===== config.mk =====
export PLATFORM = sky130hd
export DESIGN_NAME = ptc_parser
export DESIGN_NICKNAME = d
export VERILOG_FILES = /design/src/sv/ptc_pkg.sv /design/src/sv/ptc_parser.sv
export SDC_FILE = /design/constraint.sdc
export NUM_CORES = 1
export LEC_CHECK = 0
export BUFFER_PORTS_ARGS = -buffer_cell sky130_fd_sc_hd__buf_2
export CORE_MARGIN = 2
export CORE_UTILIZATION = 55
export CTS_CLUSTER_SIZE = 30
export DETAILED_ROUTE_END_ITERATION = 7
export GPL_TIMING_DRIVEN = 0
export PLACE_DENSITY_LB_ADDON = 0.25
export REMOVE_ABC_BUFFERS = 1
export SLEW_MARGIN = 0
export SYNTH_ARGS = -nofsm -noshare
export SYNTH_HDL_FRONTEND = slang
export SYNTH_SLANG_ARGS = --single-unit

===== constraint.sdc =====
create_clock -name clk -period 6.5 [get_ports clk]
set_clock_uncertainty 0.15 [all_clocks]
set_input_delay 0 -clock clk [delete_from_list [all_inputs] [get_ports clk]]
set_output_delay 0 -clock clk [all_outputs]
set_load 0.02 [all_outputs]

===== src/sv/ptc_pkg.sv =====
// Shared types and constants of the printf template checker.
`default_nettype none

package ptc_pkg;

  localparam int CharWidth  = 8;
  localparam int AccWidth   = 20;
  localparam int CountWidth = 16;
  localparam int LenWidth   = 16;

  localparam logic [AccWidth-1:0]   AccMax   = '1;
  localparam logic [CountWidth-1:0] CountMax = '1;

  localparam logic [CharWidth-1:0] CharPercent = 8'h25;  // '%'
  localparam logic [CharWidth-1:0] CharDot     = 8'h2E;  // '.'
  localparam logic [CharWidth-1:0] CharZero    = 8'h30;  // '0'
  localparam logic [CharWidth-1:0] CharNine    = 8'h39;  // '9'
  localparam logic [CharWidth-1:0] CharLowerU  = 8'h75;  // 'u'
  localparam logic [CharWidth-1:0] CharLowerD  = 8'h64;  // 'd'

  localparam logic [AccWidth-1:0] BaseLenUnsigned = 20'd10;
  localparam logic [AccWidth-1:0] BaseLenSigned   = 20'd11;

  // Configuration register indexes.
  localparam logic CfgSignedMode = 1'b0;
  localparam logic CfgMaxLength  = 1'b1;

  localparam logic [LenWidth-1:0] MaxLengthReset = 16'd32;

  typedef enum logic [2:0] {
    PS_START,
    PS_PERCENT,
    PS_WIDTH,
    PS_PRECISION,
    PS_ERROR
  } parse_state_t;

  // One template character as held in the input stage.
  typedef struct packed {
    logic [CharWidth-1:0] character;
    logic                 is_last;
  } char_beat_t;

endpackage

`default_nettype wire


===== src/sv/ptc_parser.sv =====
// Template parser state, accumulators and the end-of-template verdict.
`default_nettype none

module ptc_parser
  import ptc_pkg::*;
(
  input  wire logic                clk,
  input  wire logic                rst,
  input  wire logic                step,
  input  wire char_beat_t          beat,
  input  wire logic                signed_mode,
  input  wire logic [LenWidth-1:0] max_length,
  output logic                     verdict
);

  parse_state_t            parse_state, parse_state_next;
  logic                    conversion_seen, conversion_seen_next;
  logic [AccWidth-1:0]     field_width, field_width_next;
  logic [AccWidth-1:0]     field_precision, field_precision_next;
  logic [CountWidth-1:0]   literal_count, literal_count_next;

  logic [CharWidth-1:0]    letter;
  logic                    is_digit;
  logic [3:0]              digit_val;
  logic [AccWidth-1:0]     acc_src;
  logic [AccWidth+3:0]     acc_sum;
  logic [AccWidth-1:0]     acc_sat;
  logic [CountWidth-1:0]   count_inc;
  logic [AccWidth-1:0]     base_len;
  logic [AccWidth-1:0]     len_max;
  logic [AccWidth:0]       len_total;

  assign letter    = signed_mode ? CharLowerD : CharLowerU;
  assign digit_val = 4'(beat.character - CharZero);
  assign count_inc = (literal_count == CountMax) ? literal_count : literal_count + 1'b1;

  always_comb begin
    is_digit = beat.character inside {[CharZero:CharNine]};
  end

  // One shared decimal accumulator step: acc * 10 + digit, saturated.
  assign acc_src = (parse_state == PS_PRECISION) ? field_precision : field_width;
  assign acc_sum = {acc_src, 3'b000} + {3'b000, acc_src, 1'b0} + {20'd0, digit_val};
  assign acc_sat = (acc_sum[AccWidth+3:AccWidth] != 4'd0) ? AccMax : acc_sum[AccWidth-1:0];

  // Next-state logic for one character.
  always_comb begin
    parse_state_next     = parse_state;
    conversion_seen_next = conversion_seen;
    field_width_next     = field_width;
    field_precision_next = field_precision;
    literal_count_next   = literal_count;
    case (parse_state)
      PS_START: begin
        if (beat.character == CharPercent) begin
          parse_state_next = PS_PERCENT;
        end else begin
          literal_count_next = count_inc;
        end
      end
      PS_PERCENT: begin
        if (beat.character == CharPercent) begin
          literal_count_next = count_inc;
          parse_state_next   = PS_START;
        end else if (is_digit) begin
          field_width_next = {16'd0, digit_val};
          parse_state_next = PS_WIDTH;
        end else if (beat.character == CharDot) begin
          parse_state_next = PS_PRECISION;
        end else if (beat.character == letter) begin
          conversion_seen_next = 1'b1;
          parse_state_next     = conversion_seen ? PS_ERROR : PS_START;
        end else begin
          parse_state_next = PS_ERROR;
        end
      end
      PS_WIDTH: begin
        if (is_digit) begin
          field_width_next = acc_sat;
          if (acc_sat >= {4'd0, max_length}) begin
            parse_state_next = PS_ERROR;
          end
        end else if (beat.character == CharDot) begin
          parse_state_next = PS_PRECISION;
        end else if (beat.character == letter) begin
          conversion_seen_next = 1'b1;
          parse_state_next     = conversion_seen ? PS_ERROR : PS_START;
        end else begin
          parse_state_next = PS_ERROR;
        end
      end
      PS_PRECISION: begin
        if (is_digit) begin
          field_precision_next = acc_sat;
          if (acc_sat >= {4'd0, max_length}) begin
            parse_state_next = PS_ERROR;
          end
        end else if (beat.character == letter) begin
          conversion_seen_next = 1'b1;
          parse_state_next     = conversion_seen ? PS_ERROR : PS_START;
        end else begin
          parse_state_next = PS_ERROR;
        end
      end
      default: begin
        parse_state_next = PS_ERROR;
      end
    endcase
  end

  // Verdict. A character that lands in the start state never touches the
  // width or precision, so the stored values are the final ones.
  assign base_len  = signed_mode ? BaseLenSigned : BaseLenUnsigned;
  always_comb begin
    len_max = base_len;
    if (field_width > len_max) begin
      len_max = field_width;
    end
    if (field_precision > len_max) begin
      len_max = field_precision;
    end
  end
  assign len_total = {1'b0, len_max} + {5'd0, literal_count_next};
  assign verdict   = (parse_state_next == PS_START) && conversion_seen_next &&
                     (len_total < {5'd0, max_length});

  // Parser registers; the last character of a template clears them all.
  always_ff @(posedge clk) begin
    if (rst || (step && beat.is_last)) begin
      parse_state     <= PS_START;
      conversion_seen <= 1'b0;
      field_width     <= '0;
      field_precision <= '0;
      literal_count   <= '0;
    end else if (step) begin
      parse_state     <= parse_state_next;
      conversion_seen <= conversion_seen_next;
      field_width     <= field_width_next;
      field_precision <= field_precision_next;
      literal_count   <= literal_count_next;
    end
  end

endmodule

`default_nettype wire


Word-level counts from Yosys, hierarchy flattened --
Index checks and enable logic that the tools add are counted. Widths: inputs -> output; s select.
Cells by class: add/sub/neg operators 5, $mul 0, divide/modulo/power cells 0, order comparisons 6, equal/unequal tests 10, shift operators 0, multiplexer cells 30, bitwise logic cells 0, reductions and logical operators 11
Operators by type and width (count):
- $mux 20 | 7
- $mux 16 | 3
- $pmux 20 s2 | 1
- $pmux 16 s2 | 1
- $mux 3 | 9
- $add 23x21->24 | 1
- $add 24x4->24 | 1
- $add 20x16->21 | 1
- $lt 21x16->1 | 1
- $ge 20x16->1 | 1
- $gt 20x20->1 | 1
- $gt 20x4->1 | 1
- $add 16x1->16 const B | 1
- $eq 16x16->1 const B | 1
- $eq 8x6->1 const B | 2
- $pmux 3 s4 | 1
- $eq 8x7->1 | 1
- $ge 8x6->1 const B | 1
- $le 8x6->1 const B | 1
- $eq 3x2->1 const B | 2
- $logic_not 3->1 | 2
- $mux 1 | 6
- $ne 2x2->1 const B | 3
- $mux 5 | 1
- 9 further kinds | 12
Word-level totals: flip-flop bits (word level) 60, latch bits 0, bits in writable memories 0, bits in read-only memories 0, bits of input ports 29, output and inout bits 1, logic and storage cells 67, memories kept 0

Depth between registers and ports, before layout --
Gate-level depths: netlist of the first run.
depth after elaboration 13, mapped depth 30, gate-level depth less buffers 29

Worst setup path before layout of the first run --
OpenSTA, ideal clock, no wires.
path type reg2out, start point register field_width[0], end point output verdict, data arrival time 6.399 ns, data required time 6.350 ns, path slack -0.049 ns, cell stages (with the launch flop) 30, buffers on the path 1, path through dfxtp_1 > inv_1 > ha_1 > nor3b_1 > o21ai_0 > a21oi_1 > ha_1 > nor2b_1 > o21ai_0 > nand2_1 > a221o_1 > o31ai_4 > clkbuf_1 > mux2_2 > ha_1 > fa_1 > a211oi_1 > o21ai_0 > a31oi_1 > o21bai_1 > a21oi_1 > xnor2_1 > ha_1 > a21oi_1 > nor2b_1 > a2111oi_0 > nand2b_1 > o21ai_0 > o311ai_1 > nor4_1
Between the ends: longest elaborated chain between the ends 12, elaborated cells on any way between the ends 19, those cells by class add/sub: 3; order compare: 4; mux: 8; reduce/logical: 4
RTL lines:
- from (decl) | line ptc_parser.sv:18 | logic [AccWidth-1:0] field_width, field_width_next;
- from (signal assigned) | line ptc_parser.sv:138 | field_width <= field_width_next;
- $mux 20 | line ptc_parser.sv:42 | assign acc_src = (parse_state == PS_PRECISION) ? field_precision : field_width;
- $add 23x21->24 | line ptc_parser.sv:43 | assign acc_sum = {acc_src, 3'b000} + {3'b000, acc_src, 1'b0} + {20'd0, digit_val};
- $add 24x4->24 | line ptc_parser.sv:43
- $reduce_bool 4->1 | line ptc_parser.sv:44 | assign acc_sat = (acc_sum[AccWidth+3:AccWidth] != 4'd0) ? AccMax : acc_sum[AccWidth-1:0];
- $mux 20 | line ptc_parser.sv:44
- $ge 20x16->1 | line ptc_parser.sv:80, ptc_parser.sv:95
- $mux 3 | line ptc_parser.sv:80, ptc_parser.sv:95
- $mux 3 (on tied branches) | line ptc_parser.sv:93, ptc_parser.sv:78
- $pmux 3 s4 | line ptc_parser.sv:53 | case (parse_state)
- $logic_not 3->1 | line ptc_parser.sv:124 | assign verdict = (parse_state_next == PS_START) && conversion_seen_next &&
- $logic_and 1x1->1 | line ptc_parser.sv:124
- $logic_and 1x1->1 (*) | line ptc_parser.sv:124
- to (decl) | line ptc_parser.sv:13 | output logic verdict
Every way passes the cells marked *; elsewhere a longest branch is shown, timed or not.

Final worst setup path of the first run --
Ends and elaborated chain as after synthesis.

==> metrics, run 1 <==
run status=complete, no violations; Placed Area=approximately 7000 um^2; crit path kind=reg2out; Layout Cells excl Fill=between 1000 and 1500; Worst Hold Path EP=parse_state[1]$_SDFFE_PP0P_; DRT Pass-1 Iters=5; Initial Util=between 50% and 60%; CTS clk-pin slew, worst paths=roughly 0.050 ns; routed len/inst=around 18 um; GPL Wtd Cong=1.008; CP max FO=5; fin crit share=about 100%; PwrDens=around 110 nW/um^2; CP Capture Type=output pin; reg2reg path depth=26; number of I/O port buffers=29; Setup TNS=0 ns; synth top area cells=ha_1 19%, dfxtp_1 17%, mux2_2 5.2%, nor2_1 5.1%, a21oi_1 5.0%; endpoints failing setup=0; HP Start=step; CTS Buf Count=9; #FFs+latches synth=60; placed cells=about 1000; Fmax achieved=around 0.15 GHz; Final nets=1088; Mapped Area=6959 um^2; Worst slew margin=between 10% and 20%; antenna viol nets, final=0; Clk Latency, worst-skew pair=roughly 0.34 ns; first-pass GRT wire length=roughly 32000 um; Final Max Slew Viols=0; Max clock buf depth=2; top cell type's share of synthesized area=between 10% and 20%; IO Count=30; hold slack=~0.021 ns; via count=6995; Hold Path Class=in2reg; Async SR Flop Fraction=0%; Max Cap Viol=0; leading area contributor after synthesis=ha_1; initial antenna violation count=0; Worst Hold Depth=3; Final Critical Period=~6.5 ns; core area=between 10000 and 15000 um^2; # H-tree levels=3; CTS tree=yes; synthesized area per cell=7.872 um^2; Fillers=between 900 and 1000; Clock Tree Root=clkbuf_16; die height=~120 um; Top FF cell, synth=dfxtp_1; Layout area overhead=21.84%; worst flop-to-flop path startpoint=parse_state[2]$_SDFFE_PP0P_; Worst Path Required=6.35 ns; post-route cell area=between 8000 and 9000 um^2; largest net degree at the start of global routing=41; CP peak stage delay=0.41 ns; vias in the first global route=6442; Rows=41; post-DP HPWL=13850 um; # clock sinks=60; worst path arrival time=about 6.3 ns; Vias per Instance=just over 6; leakage power=approximately 3.7 nW; utilization after layout=between 60% and 70%; EDFF count, synth=0; GR Util All Layers=a little under a third; aggregate global routing overflow=0; Synthesis Warnings=0; Worst VDD drop=0.0001062 V; worst r2r dst=parse_state[0]$_SDFFE_PP0P_; worst-margin pin slew=1.325 ns; layout cell share with drive strength beyond 1=between 20% and 30%; Max stage delay cell, worst path=a221o_1; 1st-iter DRT viols=between 500 and 600; Reg2Reg Setup Slack=around 0.46 ns; die area=roughly 14000 um^2; Worst setup SP type=flop; Post-Synthesis Cells=approximately 900; WL final=about 21000 um; Antenna Cells=0; RSZ-0062 raised after global routing=true; DRC=0; register area share after synthesis=17.26%; Final Hold Fails=0; Die X=about 120 um; Distinct cells, synth=72
## layout by cell type, fill, tap and decap left out, types with 15 or more instances in the layout
| cell | instances |
|---|---|
| nand3_1 | 23 |
| dfxtp_1 | 51 |
| xnor2_1 | 23 |
| a21oi_2 | 17 |
| mux2_2 | 30 |
| a21oi_1 | 55 |
| a211oi_1 | 15 |
| o21ai_0 | 35 |
| nor2_1 | 90 |
| inv_1 | 49 |
| xor2_1 | 23 |
| ha_1 | 89 |
| buf_2 | 28 |
| nand4_1 | 16 |
| nand2_1 | 64 |
| buf_4 | 51 |
## cells in the mapped netlist, drive strengths merged, types with 21 or more instances
cell type and number:
ha 108, xnor2 24, nand2 68, clkbuf 26
nor2 96, inv 50, a211oi 21, xor2 23
mux2 32, nand3 24, o21ai 53, a21oi 72
dfxtp 60
## per-stage QoR
step	power, mW	worst slack (ns)
after floorplan	0.4199	-0.1335
after global placement	0.4459	-1.415
after detailed placement	0.4499	-1.559
after CTS	0.8981	0.01703
after global routing	0.9239	-0.1392
final	0.8967	0.02626
## worst max path at each step
stage	from	to	slack (ns)	cells after the start
after detailed placement	parse_state[1]$_SDFFE_PP0P_	verdict	-1.56	22
after CTS	parse_state[2]$_SDFFE_PP0P_	verdict	0.02	24
final	field_width[0]$_SDFFE_PP0P_	verdict	0.03	29
after global placement	parse_state[0]$_SDFFE_PP0P_	verdict	-1.41	22
after floorplan	field_width[0]$_SDFFE_PP0P_	verdict	-0.13	28
after global routing	field_width[8]$_SDFFE_PP0P_	verdict	-0.14	27
## where the power goes
| group | switching [mW] | internal [mW] |
|---|---|---|
| sequential | 0.00110 | 0.367 |
| clock | 0.177 | 0.265 |
| combinational | 0.0485 | 0.0374 |
## logic make-up (layout without fill, tap and decap cells)
| logic type | after synthesis | in the layout | share of synthesized area [%] |
|---|---|---|---|
| DFF | 60 | 60 | 17.26 |
| AOI/OAI and AO/OA | 245 | 247 | 23.61 |
| muxes | 46 | 46 | 7.192 |
| buffers and inverters | 90 | 156 | 6.167 |
| adders and majority gates | 111 | 111 | 20.28 |
| and+or+nand+nor | 285 | 286 | 19.58 |
| xor gates and xnor gates | 47 | 47 | 5.915 |
## worst max-delay path: cells and delay by family, from the launching register on
kind,cells,cell delay [ns]
adder cells (fa/ha/maj),4,1.00
XOR/XNOR,1,0.13
buffers and inverters,4,0.57
flip-flops,1,0.33
AO/OA/AOI/OAI,13,2.68
AND/OR/NAND/NOR,6,0.87
multiplexers,1,0.37
## layout make-up
class	instances	area [um^2]	share of cell area, %
clock buffer	11	242.7	2.863
clock inverter	5	27.53	0.3246
inverter	50	187.7	2.213
multi-input combinational	737	5929	69.93
sequential	60	1222	14.42
tap	172	215.2	2.538
timing repair buffer	90	654.4	7.717
## sequential cells by signal (all words and copies together), names as in the netlist
signal and count:
literal_count 16, parse_state 3, field_precision 20, conversion_seen 1, field_width 20
## routing by layer
metal	vias up	GRT usage, %	part of all wire (%)
met1	3294	38.33	43
met3	57	3.840	5.4
met2	253	49.96	46
li1	3391	-	-
met5	-	0	0
met4	0	15.40	5.3
## timing repair
item,in CTS,in global routing
setup buffers,35,21
endpoints found under the setup margin,4,2
hold endpoints to repair,5,0
cloned,3,0
hold buffers,4,0
pin swaps,46,49
resized for setup,95,47
Power figures use the tool's default switching activity.
==> run 2, diff against run 1 <==
ABC_AREA = 1   (was not set)
clock period = 8 ns   (was 6.5 ns; I/O delays follow)
==> metrics, run 2 <==
cell family with most CP delay=simple AND/OR/NAND/NOR gates; core area=13090 um^2 (+5.0%); CP peak stage delay=0.52 ns (+0.11 ns); Max Cap Viol=0 (unchanged); # clock sinks=60 (unchanged); Max stage delay cell, worst path=nor3_1; mux share of post-synthesis cell area=0.1546% (-7.0 points); Worst slew margin=9.032% (-2.4 points); Fmax achieved=0.1347 GHz; via count=7460 (+6.6%); GPL Wtd Cong=0.9511 (-5.6%); Final Hold Fails=0 (unchanged); Max clock buf depth=2 (unchanged); aggregate global routing overflow=0 (unchanged); Worst Path Required=7.85 ns (+1.50 ns); Post-Synthesis Cells=1178 (+33%); Vias per Instance=5.410 (-13%); synthesized area per cell=6.185 um^2 (-21%); Die X=119.1 um (+2.2%); largest net degree at the start of global routing=49 (+20%); Clock Tree Root=clkbuf_16; number of I/O port buffers=29 (unchanged); Worst VDD drop=0.0001200 V (+13%); largest family of logic cells by synthesized area=simple AND/OR/NAND/NOR gates; worst-margin pin slew=1.360 ns (+0.03451 ns); Mapped Area=7286 um^2 (+4.7%); top cell type's share of synthesized area=18.55% (-0.87 points); Synth Area in Compound Gates=19.23% (-4.4 points); CP max FO=36 (+31); simple-gate area share of the yosys netlist=29.78% (+10 points); GR Util All Layers=28.76% (-1.3 points); CTS clk-pin slew, worst paths=0.06 ns (about the same); WL final=19630 um (-5.2%); Post-Synth XOR/XNOR Area=3.005% (-2.9 points); endpoints failing setup=0 (unchanged); Buf/Inv on CP=6 (+2); utilization after layout=60.15% (-7.9 points); CTS tree=yes; post-DP HPWL=15500 um (+12%); post-route cell area=7871 um^2 (-7.2%); Clk Latency, worst-skew pair=0.34 ns (about the same); antenna viol nets, final=0 (unchanged); vias in the first global route=7058 (+9.6%); placed cells=1358 (+30%); Layout Cells excl Fill=1379 (+23%); worst path arrival time=7.27 ns (+0.95 ns); most common library cells after synthesis=302 x nand2_1, 183 x inv_1, 115 x a21oi_1; synth top area cells=ha_1 19%, dfxtp_1 16%, nand2_1 16%, inv_1 9.4%, a21oi_1 7.9%; Rows=42 (+2.4%); Top FF cell, synth=dfxtp_1; leakage power=4.243 nW (+14%); run status=complete, no violations; Regs by FF count=field_precision x20, field_width x20, literal_count x16; leading area contributor after synthesis=ha_1; most frequent cells in the layout=302 x nand2_1, 182 x inv_1, 115 x a21oi_1; fin crit share=between 90% and 100%; routed len/inst=14.23 um (-23%); CTS Buf Count=9 (unchanged); initial antenna violation count=0 (unchanged); IO Count=30 (unchanged); layout cell share with drive strength beyond 1=8.894% (-17 points); Final nets=1338 (+23%); RSZ-0062 raised after global routing=false; PwrDens=105.0 nW/um^2 (-0.68%); count leader, synth=nand2_1; # H-tree levels=3 (unchanged); most common cell after layout, fill and taps aside=nand2_1; Setup TNS=0 ns (unchanged); crit path kind=reg2out; Layout area overhead=8.037%; register area share after synthesis=16.49% (-0.77 points); Post-Synth Adder-Cell Area=19.37% (-0.91 points); Reg2Reg Setup Slack=1.62 ns (+1.16 ns); Final Critical Period=7.422 ns; Antenna Cells=0 (unchanged); Worst setup SP type=flop; cell mode on critical path=nand2_1; CP Capture Type=output pin; 1st-iter DRT viols=501 (-4.6%); hold slack=0.04249 ns (+0.02108 ns); first-pass GRT wire length=32980 um (+3.1%); Placed Area=7542 um^2 (+6.0%); die area=14180 um^2 (+4.5%); Initial Util=55.68% (-0.15 points); Async SR Flop Fraction=0% (unchanged); Synthesis Warnings=0 (unchanged); die height=119.1 um (+2.2%); Post-CTS Setup Bufs=0 (-100%); Hold Path Class=in2reg; Distinct cells, synth=53 (-26%); DRT Pass-1 Iters=5 (unchanged); DRC=0 (unchanged); EDFF count, synth=0 (unchanged); #FFs+latches synth=60 (unchanged); Final Max Slew Viols=0 (unchanged)
==> run 2: power by group <==
| part | switching (mW) | total (mW) | internal (mW) |
|---|---|---|---|
| registers | 0.00578 | 0.310 | 0.304 |
| clock network | 0.159 | 0.376 | 0.217 |
| logic | 0.0883 | 0.141 | 0.0531 |
| total | 0.253 | 0.827 | 0.574 |
==> run 2: path summary, 6_finish.rpt <==
| check | cells after the start | to | start |
|---|---|---|---|
| worst max-delay path | 40 | verdict | field_width[7]$_SDFFE_PP0P_ |
| worst min-delay path | 4 | literal_count[4]$_SDFFE_PP0P_ | rst |
| worst max register to register | 31 | parse_state[2]$_SDFFE_PP0P_ | parse_state[1]$_SDFFE_PP0P_ |
| worst min register to register | 2 | field_width[19]$_SDFFE_PP0P_ | field_width[19]$_SDFFE_PP0P_ |
==> run 2: logic make-up (layout without fill, tap and decap cells) <==
kind of cell / Yosys count / in the layout
muxes: 1 / 1
xor gates and xnor gates: 25 / 25
buffers and inverters: 227 / 252
AOI/OAI and AO/OA: 256 / 256
adders and majority gates: 111 / 111
and+or+nand+nor: 498 / 498
DFF: 60 / 60
==> run 2: final cells by class <==
class | count | area [um^2]
clock buffer | 10 | 239.0
clock inverter | 6 | 40.04
fill | 1324 | 5214
inverter | 202 | 763.2
multi-input combinational | 891 | 5213
sequential | 60 | 1201
tap | 176 | 220.2
timing repair buffer | 34 | 195.2
==> run 2: repair_timing <==
action	CTS	global route
gates resized for setup	0	0
hold endpoints to repair	17	0
hold buffers	5	0
==> run 2: per-stage QoR <==
stage | worst slack (ns) | total power, mW
2_1_floorplan | 2.724 | 0.4143
3_3_place_gp | 1.439 | 0.4509
3_5_place_dp | 1.304 | 0.4541
4_1_cts | 0.7440 | 0.8279
5_1_grt | 0.1085 | 0.8625
6_report | 0.5780 | 0.8268
==> run 2: metal layers <==
metal | vias to the layer above | global-route usage, % | routed length, um
li1 | 3900 | - | -
met1 | 3329 | 36.43 | 8939
met2 | 184 | 47.95 | 8914
met3 | 47 | 3.640 | 914
met4 | 0 | 14.51 | 857
met5 | - | 0 | 0
==> run 2: worst min-delay path, delay by kind of cell <==
kind | cells | cell delay [ns]
and+or+nand+nor | 1 | 0.21
AOI/OAI and AO/OA | 2 | 0.20
buffers and inverters | 1 | 0.07
